## src/hdl/igdv_pkg.sv

```systemverilog
`timescale 1ns / 1ps
// ----------------------------------------------------------------------------
// igdv_pkg
// Shared widths, constants and controller/datapath interface types for the
// inter-group delay variation block.
// ----------------------------------------------------------------------------
package igdv_pkg;

   localparam int TIME_BITS   = 40;
   localparam int COUNT_BITS  = 16;
   localparam int SUM_BITS    = TIME_BITS + COUNT_BITS;
   localparam int BYTES_BITS  = 16;
   localparam int TOTAL_BITS  = 32;
   localparam int ID_BITS     = 16;
   localparam int DIFF_BITS   = TIME_BITS + 1;
   localparam int VAR_BITS    = TIME_BITS + 2;
   localparam int DELTA_BITS  = TOTAL_BITS + 1;

   // low bits of each mean are all the differences need
   localparam int MEAN_BITS   = VAR_BITS;

   localparam int FRAME_BITS  = 10;
   localparam int CSR_DATA_BITS = 10;
   localparam int CSR_IDX_BITS  = 1;

   localparam logic [CSR_IDX_BITS-1:0] CSR_FRAME_INTERVAL = 1'd0;
   localparam logic [CSR_IDX_BITS-1:0] CSR_CC_ENABLE      = 1'd1;

   localparam int NEW_GROUP_GAP_US   = 10000;
   localparam int WINDOW_FRAMES      = 6;
   localparam int US_PER_MS          = 1000;
   localparam int WINDOW_US_PER_MS   = WINDOW_FRAMES * US_PER_MS;
   localparam int FRAME_RESET        = 16;
   localparam int WIN_BITS           = $clog2(((1 << FRAME_BITS) - 1) * WINDOW_US_PER_MS + 1);

   localparam int DIV_CNT_BITS = $clog2(SUM_BITS);

   typedef struct packed {
      logic load;      // capture accepted beat
      logic seed;      // first record of the stream
      logic add;       // join current group
      logic close;     // rotate groups and start a new one with this record
      logic div_cur;   // start divider on current group sums
      logic div_pri;   // start divider on prior group sums
      logic cap_cur;   // capture current group means
      logic cap_pri;   // capture prior group means
      logic diff;      // form mean differences
      logic emit;      // load result register
   } igdv_cmd_type;

   typedef struct packed {
      logic cc_enable;
      logic first;
      logic accept;
      logic new_group;
      logic full;
      logic has_prior;
      logic div_done;
      logic rsp_full;
   } igdv_status_type;

endpackage

```

## src/hdl/igdv_div.sv

```systemverilog
`timescale 1ns / 1ps
// ----------------------------------------------------------------------------
// igdv_div
// Two-lane restoring divider: two sums over one shared count, one quotient
// bit per cycle. A zero divisor gives a zero quotient.
// ----------------------------------------------------------------------------
module igdv_div (
   input  logic                                clock,
   input  logic                                reset,
   input  logic                                start,
   input  logic [igdv_pkg::SUM_BITS-1:0]       num_a,
   input  logic [igdv_pkg::SUM_BITS-1:0]       num_b,
   input  logic [igdv_pkg::COUNT_BITS-1:0]     den,
   output logic                                busy,
   output logic                                done,
   output logic [igdv_pkg::SUM_BITS-1:0]       quo_a,
   output logic [igdv_pkg::SUM_BITS-1:0]       quo_b
);

   localparam int SB = igdv_pkg::SUM_BITS;
   localparam int CB = igdv_pkg::COUNT_BITS;

   logic                               busy_ff, busy_in;
   logic                               done_ff, done_in;
   logic [igdv_pkg::DIV_CNT_BITS-1:0]  cnt_ff, cnt_in;
   logic [SB-1:0]                      qa_ff, qa_in, qb_ff, qb_in;
   logic [CB-1:0]                      ra_ff, ra_in, rb_ff, rb_in;
   logic [CB-1:0]                      den_ff, den_in;
   logic [CB:0]                        sh_a, sh_b, sub_a, sub_b;
   logic                               ge_a, ge_b;

   always_comb begin
      sh_a  = {ra_ff, qa_ff[SB-1]};
      sh_b  = {rb_ff, qb_ff[SB-1]};
      sub_a = sh_a - {1'b0, den_ff};
      sub_b = sh_b - {1'b0, den_ff};
      ge_a  = (sh_a >= {1'b0, den_ff});
      ge_b  = (sh_b >= {1'b0, den_ff});

      busy_in = busy_ff;
      done_in = 1'b0;
      cnt_in  = cnt_ff;
      qa_in   = qa_ff;
      qb_in   = qb_ff;
      ra_in   = ra_ff;
      rb_in   = rb_ff;
      den_in  = den_ff;
      if (start && !busy_ff) begin
         busy_in = 1'b1;
         cnt_in  = igdv_pkg::DIV_CNT_BITS'(SB - 1);
         qa_in   = num_a;
         qb_in   = num_b;
         ra_in   = '0;
         rb_in   = '0;
         den_in  = den;
      end else if (busy_ff) begin
         qa_in = {qa_ff[SB-2:0], ge_a};
         qb_in = {qb_ff[SB-2:0], ge_b};
         ra_in = ge_a ? sub_a[CB-1:0] : sh_a[CB-1:0];
         rb_in = ge_b ? sub_b[CB-1:0] : sh_b[CB-1:0];
         cnt_in = cnt_ff - igdv_pkg::DIV_CNT_BITS'(1);
         if (cnt_ff == '0) begin
            busy_in = 1'b0;
            done_in = 1'b1;
         end
      end
   end

   always_ff @(posedge clock) begin
      if (reset) begin
         busy_ff <= 1'b0;
         done_ff <= 1'b0;
         cnt_ff  <= '0;
      end else begin
         busy_ff <= busy_in;
         done_ff <= done_in;
         cnt_ff  <= cnt_in;
      end
      qa_ff  <= qa_in;
      qb_ff  <= qb_in;
      ra_ff  <= ra_in;
      rb_ff  <= rb_in;
      den_ff <= den_in;
   end

   assign busy  = busy_ff;
   assign done  = done_ff;
   assign quo_a = (den_ff == '0) ? '0 : qa_ff;
   assign quo_b = (den_ff == '0) ? '0 : qb_ff;

endmodule

```

## src/hdl/igdv_ctrl.sv

```systemverilog
`timescale 1ns / 1ps
// ----------------------------------------------------------------------------
// igdv_ctrl
// Sequencer: classifies each record, runs the mean divisions when a group
// closes with a prior group on hand, and hands the result to the output.
// ----------------------------------------------------------------------------
module igdv_ctrl (
   input  logic                      clock,
   input  logic                      reset,
   input  logic                      req_valid,
   output logic                      req_ready,
   input  igdv_pkg::igdv_status_type st,
   output igdv_pkg::igdv_cmd_type    cmd
);

   localparam logic [2:0] S_IDLE    = 3'd0;
   localparam logic [2:0] S_EVAL    = 3'd1;
   localparam logic [2:0] S_DIV_CUR = 3'd2;
   localparam logic [2:0] S_DIV_PRI = 3'd3;
   localparam logic [2:0] S_DIFF    = 3'd4;
   localparam logic [2:0] S_EMIT    = 3'd5;

   logic [2:0] state_ff, state_in;

   always_comb begin
      state_in  = state_ff;
      cmd       = '0;
      req_ready = 1'b0;
      case (state_ff)
         S_IDLE: begin
            req_ready = 1'b1;
            if (req_valid) begin
               cmd.load = 1'b1;
               state_in = S_EVAL;
            end
         end
         S_EVAL: begin
            state_in = S_IDLE;
            if (st.cc_enable) begin
               if (st.first) begin
                  cmd.seed = 1'b1;
               end else if (st.accept) begin
                  if (st.new_group) begin
                     if (st.has_prior) begin
                        cmd.div_cur = 1'b1;
                        state_in    = S_DIV_CUR;
                     end else begin
                        cmd.close = 1'b1;
                     end
                  end else if (!st.full) begin
                     cmd.add = 1'b1;
                  end
               end
            end
         end
         S_DIV_CUR: begin
            if (st.div_done) begin
               cmd.cap_cur = 1'b1;
               cmd.div_pri = 1'b1;
               state_in    = S_DIV_PRI;
            end
         end
         S_DIV_PRI: begin
            if (st.div_done) begin
               cmd.cap_pri = 1'b1;
               state_in    = S_DIFF;
            end
         end
         S_DIFF: begin
            cmd.diff = 1'b1;
            state_in = S_EMIT;
         end
         S_EMIT: begin
            if (!st.rsp_full) begin
               cmd.emit  = 1'b1;
               cmd.close = 1'b1;
               state_in  = S_IDLE;
            end
         end
         default: begin
            state_in = S_IDLE;
         end
      endcase
   end

   always_ff @(posedge clock) begin
      if (reset) begin
         state_ff <= S_IDLE;
      end else begin
         state_ff <= state_in;
      end
   end

endmodule

```

## src/hdl/igdv_datapath.sv

```systemverilog
`timescale 1ns / 1ps
// ----------------------------------------------------------------------------
// igdv_datapath
// Group state, window check, config registers, mean divider and the result
// register with its handshake.
// ----------------------------------------------------------------------------
module igdv_datapath (
   input  logic                                     clock,
   input  logic                                     reset,
   input  igdv_pkg::igdv_cmd_type                   cmd,
   output igdv_pkg::igdv_status_type                st,
   input  logic                                     csr_valid,
   input  logic [igdv_pkg::CSR_IDX_BITS-1:0]        csr_index,
   input  logic [igdv_pkg::CSR_DATA_BITS-1:0]       csr_wdata,
   input  logic [igdv_pkg::TIME_BITS-1:0]           req_now_us,
   input  logic [igdv_pkg::ID_BITS-1:0]             req_pkt_id,
   input  logic [igdv_pkg::TIME_BITS-1:0]           req_tx_time_us,
   input  logic [igdv_pkg::TIME_BITS-1:0]           req_rx_time_us,
   input  logic [igdv_pkg::BYTES_BITS-1:0]          req_pkt_bytes,
   output logic                                     rsp_valid,
   input  logic                                     rsp_ready,
   output logic [igdv_pkg::TIME_BITS-1:0]           rsp_out_now_us,
   output logic [igdv_pkg::ID_BITS-1:0]             rsp_out_pkt_id,
   output logic [igdv_pkg::TIME_BITS-1:0]           rsp_out_rx_time_us,
   output logic signed [igdv_pkg::DIFF_BITS-1:0]    rsp_inter_arrival_us,
   output logic signed [igdv_pkg::DIFF_BITS-1:0]    rsp_inter_departure_us,
   output logic signed [igdv_pkg::VAR_BITS-1:0]     rsp_delay_variation_us,
   output logic signed [igdv_pkg::DELTA_BITS-1:0]   rsp_group_bytes_delta,
   output logic [igdv_pkg::TIME_BITS-1:0]           rsp_last_rx_time_us
);

   localparam int TB = igdv_pkg::TIME_BITS;
   localparam int CB = igdv_pkg::COUNT_BITS;
   localparam int SB = igdv_pkg::SUM_BITS;
   localparam int MB = igdv_pkg::MEAN_BITS;
   localparam int OB = igdv_pkg::TOTAL_BITS;
   localparam int WB = igdv_pkg::WIN_BITS;

   // config
   logic [WB-1:0]  window_ff;
   logic           cc_enable_ff;

   // latched beat
   logic [TB-1:0]                    now_ff, tx_ff, rx_ff;
   logic [igdv_pkg::ID_BITS-1:0]     id_ff;
   logic [igdv_pkg::BYTES_BITS-1:0]  bytes_ff;

   // group state
   logic           awaiting_ff, awaiting_in;
   logic           has_prior_ff, has_prior_in;
   logic [TB-1:0]  start_tx_ff, start_tx_in;
   logic [OB-1:0]  total_ff, total_in, prior_total_ff, prior_total_in;
   logic [TB-1:0]  last_rx_ff, last_rx_in;
   logic [SB-1:0]  cur_tx_ff, cur_tx_in, cur_rx_ff, cur_rx_in;
   logic [SB-1:0]  pri_tx_ff, pri_tx_in, pri_rx_ff, pri_rx_in;
   logic [CB-1:0]  cur_cnt_ff, cur_cnt_in, pri_cnt_ff, pri_cnt_in;

   // means and differences
   logic [MB-1:0]  mc_tx_ff, mc_rx_ff, mp_tx_ff, mp_rx_ff;
   logic [MB-1:0]  arr_ff, dep_ff;

   logic           rsp_valid_ff;

   // window check
   logic [TB-1:0]  tx_gap;
   logic           tx_eq, tx_gt;

   // divider
   logic [SB-1:0]  div_num_a, div_num_b, quo_a, quo_b;
   logic [CB-1:0]  div_den;
   logic           div_busy, div_done;

   always_comb begin
      tx_gap = tx_ff - start_tx_ff;
      tx_eq  = (tx_ff == start_tx_ff);
      tx_gt  = (tx_ff > start_tx_ff);

      st.cc_enable = cc_enable_ff;
      st.first     = awaiting_ff;
      st.accept    = tx_eq || (tx_gt && (tx_gap < TB'(window_ff)));
      st.new_group = (tx_gap > TB'(igdv_pkg::NEW_GROUP_GAP_US));
      st.full      = (cur_cnt_ff == {CB{1'b1}});
      st.has_prior = has_prior_ff;
      st.div_done  = div_done;
      st.rsp_full  = rsp_valid_ff;
   end

   assign div_num_a = cmd.div_pri ? pri_tx_ff : cur_tx_ff;
   assign div_num_b = cmd.div_pri ? pri_rx_ff : cur_rx_ff;
   assign div_den   = cmd.div_pri ? pri_cnt_ff : cur_cnt_ff;

   igdv_div u_div (
      .clock (clock),
      .reset (reset),
      .start (cmd.div_cur || cmd.div_pri),
      .num_a (div_num_a),
      .num_b (div_num_b),
      .den   (div_den),
      .busy  (div_busy),
      .done  (div_done),
      .quo_a (quo_a),
      .quo_b (quo_b)
   );

   // group state update
   always_comb begin
      awaiting_in    = awaiting_ff;
      has_prior_in   = has_prior_ff;
      start_tx_in    = start_tx_ff;
      total_in       = total_ff;
      prior_total_in = prior_total_ff;
      last_rx_in     = last_rx_ff;
      cur_tx_in      = cur_tx_ff;
      cur_rx_in      = cur_rx_ff;
      cur_cnt_in     = cur_cnt_ff;
      pri_tx_in      = pri_tx_ff;
      pri_rx_in      = pri_rx_ff;
      pri_cnt_in     = pri_cnt_ff;
      if (cmd.seed) begin
         // first record sets the group but leaves the time sums alone
         awaiting_in  = 1'b0;
         has_prior_in = 1'b0;
         start_tx_in  = tx_ff;
         total_in     = OB'(bytes_ff);
         last_rx_in   = rx_ff;
         cur_cnt_in   = CB'(1);
      end else if (cmd.close) begin
         has_prior_in   = 1'b1;
         prior_total_in = total_ff;
         pri_tx_in      = cur_tx_ff;
         pri_rx_in      = cur_rx_ff;
         pri_cnt_in     = cur_cnt_ff;
         start_tx_in    = tx_ff;
         total_in       = OB'(bytes_ff);
         cur_tx_in      = SB'(tx_ff);
         cur_rx_in      = SB'(rx_ff);
         cur_cnt_in     = CB'(1);
         last_rx_in     = rx_ff;
      end else if (cmd.add) begin
         total_in   = total_ff + OB'(bytes_ff);
         cur_tx_in  = cur_tx_ff + SB'(tx_ff);
         cur_rx_in  = cur_rx_ff + SB'(rx_ff);
         cur_cnt_in = cur_cnt_ff + CB'(1);
         last_rx_in = rx_ff;
      end
   end

   always_ff @(posedge clock) begin
      if (reset) begin
         window_ff      <= WB'(igdv_pkg::FRAME_RESET * igdv_pkg::WINDOW_US_PER_MS);
         cc_enable_ff   <= 1'b0;
         awaiting_ff    <= 1'b1;
         has_prior_ff   <= 1'b0;
         start_tx_ff    <= '0;
         total_ff       <= '0;
         prior_total_ff <= '0;
         last_rx_ff     <= '0;
         cur_tx_ff      <= '0;
         cur_rx_ff      <= '0;
         cur_cnt_ff     <= '0;
         pri_tx_ff      <= '0;
         pri_rx_ff      <= '0;
         pri_cnt_ff     <= '0;
         rsp_valid_ff   <= 1'b0;
      end else begin
         if (csr_valid) begin
            case (csr_index)
               igdv_pkg::CSR_FRAME_INTERVAL: begin
                  window_ff <= WB'(csr_wdata[igdv_pkg::FRAME_BITS-1:0])
                               * WB'(igdv_pkg::WINDOW_US_PER_MS);
               end
               igdv_pkg::CSR_CC_ENABLE: begin
                  cc_enable_ff <= csr_wdata[0];
               end
               default: begin
               end
            endcase
         end
         awaiting_ff    <= awaiting_in;
         has_prior_ff   <= has_prior_in;
         start_tx_ff    <= start_tx_in;
         total_ff       <= total_in;
         prior_total_ff <= prior_total_in;
         last_rx_ff     <= last_rx_in;
         cur_tx_ff      <= cur_tx_in;
         cur_rx_ff      <= cur_rx_in;
         cur_cnt_ff     <= cur_cnt_in;
         pri_tx_ff      <= pri_tx_in;
         pri_rx_ff      <= pri_rx_in;
         pri_cnt_ff     <= pri_cnt_in;
         if (cmd.emit) begin
            rsp_valid_ff <= 1'b1;
         end else if (rsp_ready) begin
            rsp_valid_ff <= 1'b0;
         end
      end
   end

   // payload registers
   always_ff @(posedge clock) begin
      if (cmd.load) begin
         now_ff   <= req_now_us;
         id_ff    <= req_pkt_id;
         tx_ff    <= req_tx_time_us;
         rx_ff    <= req_rx_time_us;
         bytes_ff <= req_pkt_bytes;
      end
      if (cmd.cap_cur) begin
         mc_tx_ff <= quo_a[MB-1:0];
         mc_rx_ff <= quo_b[MB-1:0];
      end
      if (cmd.cap_pri) begin
         mp_tx_ff <= quo_a[MB-1:0];
         mp_rx_ff <= quo_b[MB-1:0];
      end
      if (cmd.diff) begin
         arr_ff <= mc_rx_ff - mp_rx_ff;
         dep_ff <= mc_tx_ff - mp_tx_ff;
      end
      if (cmd.emit) begin
         rsp_out_now_us         <= now_ff;
         rsp_out_pkt_id         <= id_ff;
         rsp_out_rx_time_us     <= rx_ff;
         rsp_inter_arrival_us   <= arr_ff[igdv_pkg::DIFF_BITS-1:0];
         rsp_inter_departure_us <= dep_ff[igdv_pkg::DIFF_BITS-1:0];
         rsp_delay_variation_us <= arr_ff - dep_ff;
         rsp_group_bytes_delta  <= {1'b0, total_ff} - {1'b0, prior_total_ff};
         rsp_last_rx_time_us    <= last_rx_ff;
      end
   end

   assign rsp_valid = rsp_valid_ff;

   a_count_live: assert property (@(posedge clock) disable iff (reset)
      !awaiting_ff |-> (cur_cnt_ff != '0))
      else $error("current group count is zero after seeding");

   a_prior_count: assert property (@(posedge clock) disable iff (reset)
      has_prior_ff |-> (pri_cnt_ff != '0))
      else $error("prior group marked present with zero count");

   a_emit_free: assert property (@(posedge clock) disable iff (reset)
      cmd.emit |-> !rsp_valid_ff)
      else $error("result register overwritten while full");

   a_div_idle: assert property (@(posedge clock) disable iff (reset)
      (cmd.div_cur || cmd.div_pri) |-> !div_busy)
      else $error("divider started while busy");

   a_seed_once: assert property (@(posedge clock) disable iff (reset)
      cmd.seed |=> !awaiting_ff && !has_prior_ff)
      else $error("seed did not clear first-record state");

endmodule

```

## src/hdl/inter_group_delay_variation_top.sv

```systemverilog
`timescale 1ns / 1ps
// ----------------------------------------------------------------------------
// inter_group_delay_variation_top
// Groups feedback records into send-time bursts and reports mean delay
// variation and byte delta between consecutive groups.
// ----------------------------------------------------------------------------
// Sequencing: a record that closes no group passes the load and evaluate
//   states only; one closing a group with a prior group present then runs
//   two passes of the bit-serial mean divider, forms the differences and sets
//   rsp_valid from the emit state, which waits while the result is unread.
//   A new record is taken only once the last one is done.
// Reset: synchronous; clears group state, restores frame interval 16 ms
//   and disables processing.
module inter_group_delay_variation_top (
   input  logic                                     clock,
   input  logic                                     reset,
   input  logic                                     req_valid,
   output logic                                     req_ready,
   input  logic [igdv_pkg::TIME_BITS-1:0]           req_now_us,
   input  logic [igdv_pkg::ID_BITS-1:0]             req_pkt_id,
   input  logic [igdv_pkg::TIME_BITS-1:0]           req_tx_time_us,
   input  logic [igdv_pkg::TIME_BITS-1:0]           req_rx_time_us,
   input  logic [igdv_pkg::BYTES_BITS-1:0]          req_pkt_bytes,
   output logic                                     rsp_valid,
   input  logic                                     rsp_ready,
   output logic [igdv_pkg::TIME_BITS-1:0]           rsp_out_now_us,
   output logic [igdv_pkg::ID_BITS-1:0]             rsp_out_pkt_id,
   output logic [igdv_pkg::TIME_BITS-1:0]           rsp_out_rx_time_us,
   output logic signed [igdv_pkg::DIFF_BITS-1:0]    rsp_inter_arrival_us,
   output logic signed [igdv_pkg::DIFF_BITS-1:0]    rsp_inter_departure_us,
   output logic signed [igdv_pkg::VAR_BITS-1:0]     rsp_delay_variation_us,
   output logic signed [igdv_pkg::DELTA_BITS-1:0]   rsp_group_bytes_delta,
   output logic [igdv_pkg::TIME_BITS-1:0]           rsp_last_rx_time_us,
   input  logic                                     csr_valid,
   output logic                                     csr_ready,
   input  logic [igdv_pkg::CSR_IDX_BITS-1:0]        csr_index,
   input  logic [igdv_pkg::CSR_DATA_BITS-1:0]       csr_wdata
);

   igdv_pkg::igdv_cmd_type    cmd;
   igdv_pkg::igdv_status_type st;

   assign csr_ready = 1'b1;

   igdv_ctrl u_ctrl (
      .clock     (clock),
      .reset     (reset),
      .req_valid (req_valid),
      .req_ready (req_ready),
      .st        (st),
      .cmd       (cmd)
   );

   igdv_datapath u_datapath (
      .clock                  (clock),
      .reset                  (reset),
      .cmd                    (cmd),
      .st                     (st),
      .csr_valid              (csr_valid),
      .csr_index              (csr_index),
      .csr_wdata              (csr_wdata),
      .req_now_us             (req_now_us),
      .req_pkt_id             (req_pkt_id),
      .req_tx_time_us         (req_tx_time_us),
      .req_rx_time_us         (req_rx_time_us),
      .req_pkt_bytes          (req_pkt_bytes),
      .rsp_valid              (rsp_valid),
      .rsp_ready              (rsp_ready),
      .rsp_out_now_us         (rsp_out_now_us),
      .rsp_out_pkt_id         (rsp_out_pkt_id),
      .rsp_out_rx_time_us     (rsp_out_rx_time_us),
      .rsp_inter_arrival_us   (rsp_inter_arrival_us),
      .rsp_inter_departure_us (rsp_inter_departure_us),
      .rsp_delay_variation_us (rsp_delay_variation_us),
      .rsp_group_bytes_delta  (rsp_group_bytes_delta),
      .rsp_last_rx_time_us    (rsp_last_rx_time_us)
   );

endmodule
```

## config.mk

```make
export PLATFORM = sky130hd
export DESIGN_NAME = inter_group_delay_variation_top
export DESIGN_NICKNAME = d
export VERILOG_FILES = /design/src/hdl/igdv_pkg.sv /design/src/hdl/igdv_div.sv /design/src/hdl/igdv_ctrl.sv /design/src/hdl/igdv_datapath.sv /design/src/hdl/inter_group_delay_variation_top.sv
export SDC_FILE = /design/constraint.sdc
export NUM_CORES = 2
export LEC_CHECK = 0
export BUFFER_PORTS_ARGS = -buffer_cell sky130_fd_sc_hd__buf_4
export CAP_MARGIN = 5
export CORE_ASPECT_RATIO = 1.75
export CORE_MARGIN = 2
export CORE_UTILIZATION = 55
export DETAILED_ROUTE_END_ITERATION = 7
export PLACE_DENSITY = 0.7
export SKIP_LAST_GASP = 1
export SLEW_MARGIN = 20
export SYNTH_ARGS = -nofsm -noshare
export SYNTH_HDL_FRONTEND = slang
export SYNTH_HIERARCHICAL = 1
export SYNTH_SLANG_ARGS = --single-unit
```

## constraint.sdc

```tcl
create_clock -name clock -period 23.3 [get_ports clock]
set_clock_uncertainty 0.2 [all_clocks]
set_input_delay 1.165 -clock clock [delete_from_list [all_inputs] [get_ports clock]]
set_output_delay 1.165 -clock clock [all_outputs]
set_load 0.05 [all_outputs]
```

* After elaboration in Yosys (flattened, before gate mapping) *
Cells that the tools add are included.

operators by class
  add/subtract/negate cells = 12
  multiply operators = 1
  magnitude comparators = 5
  equal/unequal tests = 11
  muxes and demuxes = 66
  bitwise gates (word level) = 3
  reduce and logical (&&, ||, !) cells = 22

operators by type and width
  operator                                                                count
  56-bit two-way mux                                                      10
  40-bit two-way mux                                                      5
  42-bit subtractor                                                       3
  56-bit by 40-bit adder with 56-bit output                               2
  16-bit two-way mux                                                      6
  42-bit two-way mux                                                      2
  40-bit equality test                                                    1
  40-bit by 14-bit > comparator with 1-bit output, second input constant  1
  40-bit > comparator                                                     1
  40-bit by 23-bit less-than comparator with 1-bit output                 1
  40-bit subtractor                                                       1
  17-bit by 16-bit >= comparator with 1-bit output                        2
  32-bit by 32-bit subtractor with 33-bit output                          1
  32-bit by 16-bit adder with 32-bit output                               1
  16-bit subtractor                                                       2
  3-bit two-way mux                                                       10
  1-bit two-way mux                                                       23
  10-bit by 9-bit multiplier with 19-bit output, second input constant    1
  3-bit one-hot mux with 6 select lines                                   1
  16-bit by 1-bit adder with 16-bit output, second input constant         1
  16-bit equality test, second input constant                             1
  16-bit zero test                                                        1
  6-bit two-way mux                                                       2
  2-bit two-way mux                                                       5
  20 further kinds                                                        36

storage, ports and cells
  flip-flop bits (word level) = 1291
  output and inout port bits = 296
  logic and storage cells = 166

* Longest topological paths before layout *
  word-level depth = 11
  depth in mapped cells = 31
  depth with buffers taken out = 31

* Cells and area by module *
The synthesis kept the hierarchy.

modules (own cells, without submodules)
  module                           instances  cells each  area each (um^2)  seq. area each (um^2)
  igdv_datapath                    1          5463        56714.4           29398.2
  igdv_div                         1          1015        9223.8            4644.5
  igdv_ctrl                        1          36          277.8             60.1
  inter_group_delay_variation_top  1          2           11.3              0.0

* Worst setup path after synthesis *
No wires, ideal clock.

  path type = reg2reg
  from = reg u_datapath.rsp_valid_ff (netlist: u_datapath/rsp_valid)
  to = reg u_datapath/rsp_delay_variation_us[0] (netlist name), enable pin
  setup time = 954 ps
  data arrival time = 13024 ps
  data required time = 22146 ps
  slack = 9121 ps
  stages on the path, launching flop included = 4
  path buffers = 1
  clock period less this slack = 14179 ps
  cells stage by stage = dfxtp_1 buf_4 nand2b_1 nor2_1

RTL lines
  element                 line                  text
  start, declared         igdv_datapath.sv:62   logic rsp_valid_ff;
  start signal, assigned  igdv_datapath.sv:164  rsp_valid_ff <= 1'b0;
  start signal, assigned  igdv_datapath.sv:192  rsp_valid_ff <= 1'b1;
  start signal, assigned  igdv_datapath.sv:194  rsp_valid_ff <= 1'b0;
  end signal, assigned    igdv_datapath.sv:226  rsp_delay_variation_us <= arr_ff - dep_ff;
  end, declared           igdv_datapath.sv:27   output logic signed [igdv_pkg::VAR_BITS-1:0] rsp_delay_variation_us,

==> flow_summary_export.csv <==
group,metric,value,unit
timing,worst_pin_slew,1.05,ns
synth,synth.avg_cell_area,10.2,sq um
detailed_routing,drt_pass1_iterations,5,
setup_path,critPathLaunchType,"register",
pwr,p_seq_share,49.1,%
setup_path,arrival,9.85,ns
cells_and_area,nets,7451,
outcome,run_status,"finished, final reports clean",
setup_path,max_stage_delay,0.80,ns
floorplanning,die_w,266,microns
placed_design,dp_hpwl,120,mm
pwr,p_per_area,67.6,nW/um^2
clock_network,cts-htree-levels,3,
setup_path,cp.required,23.77,ns
clock_network,cts_hold_buf,0,
global_route,antenna_found_initial,4,
clock_network,clk_path_buf_depth,3,
detailed_routing,vias,48578,
setup_path,critPathSlowestCell,"clkinv_1",
floorplanning,die_area,123000,sq um
pwr,vdd_drop_max,0.0636,mV
detailed_routing,drt_iter0_markers,3348,
global_route,track_usage,26.3,%
floorplanning,core,119000,sq um
detailed_routing,wl_per_cell,19.5,microns
timing,relSlewSlack,29.7,%
setup_path,cp_top_family,"compound AO/OA/AOI/OAI gates",
global_route,grt.overflow.total,0,
floorplanning,row_count,168,
clock_network,cts_resized,0,
synth,synth_warnings,6,
floorplanning,ios,464,
clock_network,postCtsSetupBuffers,0,
floorplanning,start_util,55.3,%
cells_and_area,fillCellCount,9732,
clock_network,root_buffer,"clkbuf_16",
timing,hold_violations,0,
cells_and_area,multi_input_area,29500,sq um
timing,finalCritPeriodShare,40.2,%
global_route,grt_pass1_vias,48086,
cells_and_area,area_growth,13.6,%
placed_design,place_congestion,0.965,
clock_network,clk_pin_slew,0.06,ns
timing,setup_viol,0,
floorplanning,die_h,462,microns
pwr,p_clk_share,40.9,%
timing,min_period,9.38,ns
timing,hold_ws,0.218,ns
run,drv_cap,0,
setup_path,crit_top_cell,"buf_4",
timing,finalSetupTns,0,ns
synth,syn_area,66000,sq um
clock_network,cts_buffers,116,
global_route,grt_pass1_wl,258,mm
pwr,p_int,0.00385,W
pwr,combPwrFrac,10.0,%
setup_path,critPathBufInv,5,
timing,rsz0062_at_grt,"no",
cells_and_area,instances_no_fill,8476,
placed_design,placedCellCount,8253,
cells_and_area,drive_above_1_share,12.9,%
setup_path,cp-end-kind,"register",
detailed_routing,viasPerCell,5.73,
detailed_routing,routed_wl,165,mm
pwr,swShare,24.1,%
detailed_routing,drc,0,
timing,max_freq,107,MHz
clock_network,clk_latency,0.76,ns
detailed_routing,final_antenna_net_count,0,
cells_and_area,register_area,34100,sq um
setup_path,cp_max_fo,83,
global_route,grt_start_max_net_pins,195,
timing,drv_slew,0,
worst_hold_path,min_path_type,"reg2reg",
synth,synthCells,6487,
clock_network,cts_tree,"done",
clock_network,cts.sinks,1291,
pwr,switchingPower,0.00122,W
synth,syn_nets,7097,
pwr,leakagePower,29.6,nW
placed_design,portBuffers,462,
setup_path,worstSetupPathType,"reg2reg",
cells in the final DEF (no fill, tap or decap), types with 40 or more instances in the layout:
cell       count
buf_4        498
xor2_1       116
fa_1          48
and2_1       106
a31oi_1       40
and3_1        49
clkbuf_16    123
a21o_1       148
ha_1         394
o21a_1        56
nand2b_1      54
mux2_2       126
a211oi_1      91
a21oi_1      585
inv_1        406
o21ai_0      231
edfxtp_1     825
nor2b_1       41
nor2_1       322
dfxtp_1      465
xnor2_1      193
o21bai_1      40
nand3_1      101
nand4_1       46
nand2_1     1132
nor3_1        96
metrics by stage:
| step | cell area (sq um) | worst slack, ns | utilization (%) | total power (W) |
|---|---|---|---|---|
| 3_5_place_dp | 70800 | 14.06 | 59.3 | 0.00304 |
| 6_report | 75000 | 13.92 | 62.8 | 0.00507 |
| 2_1_floorplan | 66000 | 9.12 | - | 0.00290 |
| 5_1_grt | 75000 | 13.51 | 62.8 | 0.00525 |
| 4_1_cts | 75000 | 13.99 | 62.8 | 0.00512 |
| 3_3_place_gp | 70800 | 14.12 | 59.3 | 0.00303 |
worst paths after layout:
path | end | startpoint | slack (ns) | depth (start not counted)
worst min-delay path | u_datapath/rsp_out_now_us[17] | u_datapath/now_ff[17] | 0.22 | 0
worst min register to register | u_datapath/rsp_out_now_us[17] | u_datapath/now_ff[17] | 0.22 | 0
worst max-delay path | u_datapath/prior_total_ff[9] | u_datapath/tx_ff[1] | 13.92 | 26
worst max register to register | u_datapath/prior_total_ff[9] | u_datapath/tx_ff[1] | 13.92 | 26
layout make-up:
type / instances / share of cell area (%)
Antenna cell: 1 / 0.00334
Clock buffer: 147 / 4.36
Clock inverter: 75 / 1.23
Inverter: 411 / 2.06
Multi-Input combinational cell: 4520 / 39.3
Sequential cell: 1291 / 45.5
Tap cell: 1530 / 2.55
Timing Repair Buffer: 501 / 5.06
routing by layer:
metal	GRT usage (%)	vias to the layer above	share of wire (%)
met5	0	-	0
met4	11.2	0	4.3
met3	3.83	333	4.8
met2	48.2	1257	52
met1	30.2	23184	39
li1	-	23804	-
worst reg2reg max path, cell delays in order (launching register included):
cell and delay (ns):
edfxtp_1 0.45, ha_1 0.34, nor2b_1 0.17, o31a_1 0.27, o31a_1 0.40, a211oi_2 0.70, xnor2_1 0.21, ha_1 0.33
nand4_1 0.12, nor2_1 0.06, o31a_1 0.26, o21ai_0 0.15, a21oi_1 0.09, a211oi_1 0.20, maj3_1 0.20, a211oi_1 0.07
o41ai_1 0.74, buf_4 0.26, nand3b_1 0.15, o32ai_4 0.24, buf_4 0.68, clkinv_1 0.81, nor2_4 0.26, buf_4 0.68
buf_4 0.83, nand2_1 0.25, a21oi_1 0.17
flip-flops by register name, summed over array words and instances, names as in the netlist, 41 cells and up:
name                               count
u_datapath/rsp_inter_departure_us     41
u_datapath/dep_ff                     42
u_datapath/u_div/qa_ff                56
u_datapath/mc_tx_ff                   42
u_datapath/rsp_delay_variation_us     42
u_datapath/cur_rx_ff                  56
u_datapath/cur_tx_ff                  56
u_datapath/pri_tx_ff                  56
u_datapath/mp_rx_ff                   42
u_datapath/pri_rx_ff                  56
u_datapath/mp_tx_ff                   42
u_datapath/rsp_inter_arrival_us       41
u_datapath/mc_rx_ff                   42
u_datapath/u_div/qb_ff                56
u_datapath/arr_ff                     42
power by group through the flow:
stage | Clock, W | Sequential, W | Combinational, W
floorplan | 0 | 0.00252 | 0.000377
global placement | 0 | 0.00254 | 0.000497
detailed placement | 0 | 0.00254 | 0.000506
CTS | 0.00212 | 0.00249 | 0.000510
global route | 0.00220 | 0.00249 | 0.000567
finish | 0.00207 | 0.00249 | 0.000508
No activity file was read; power rests on OpenSTA's default activity.
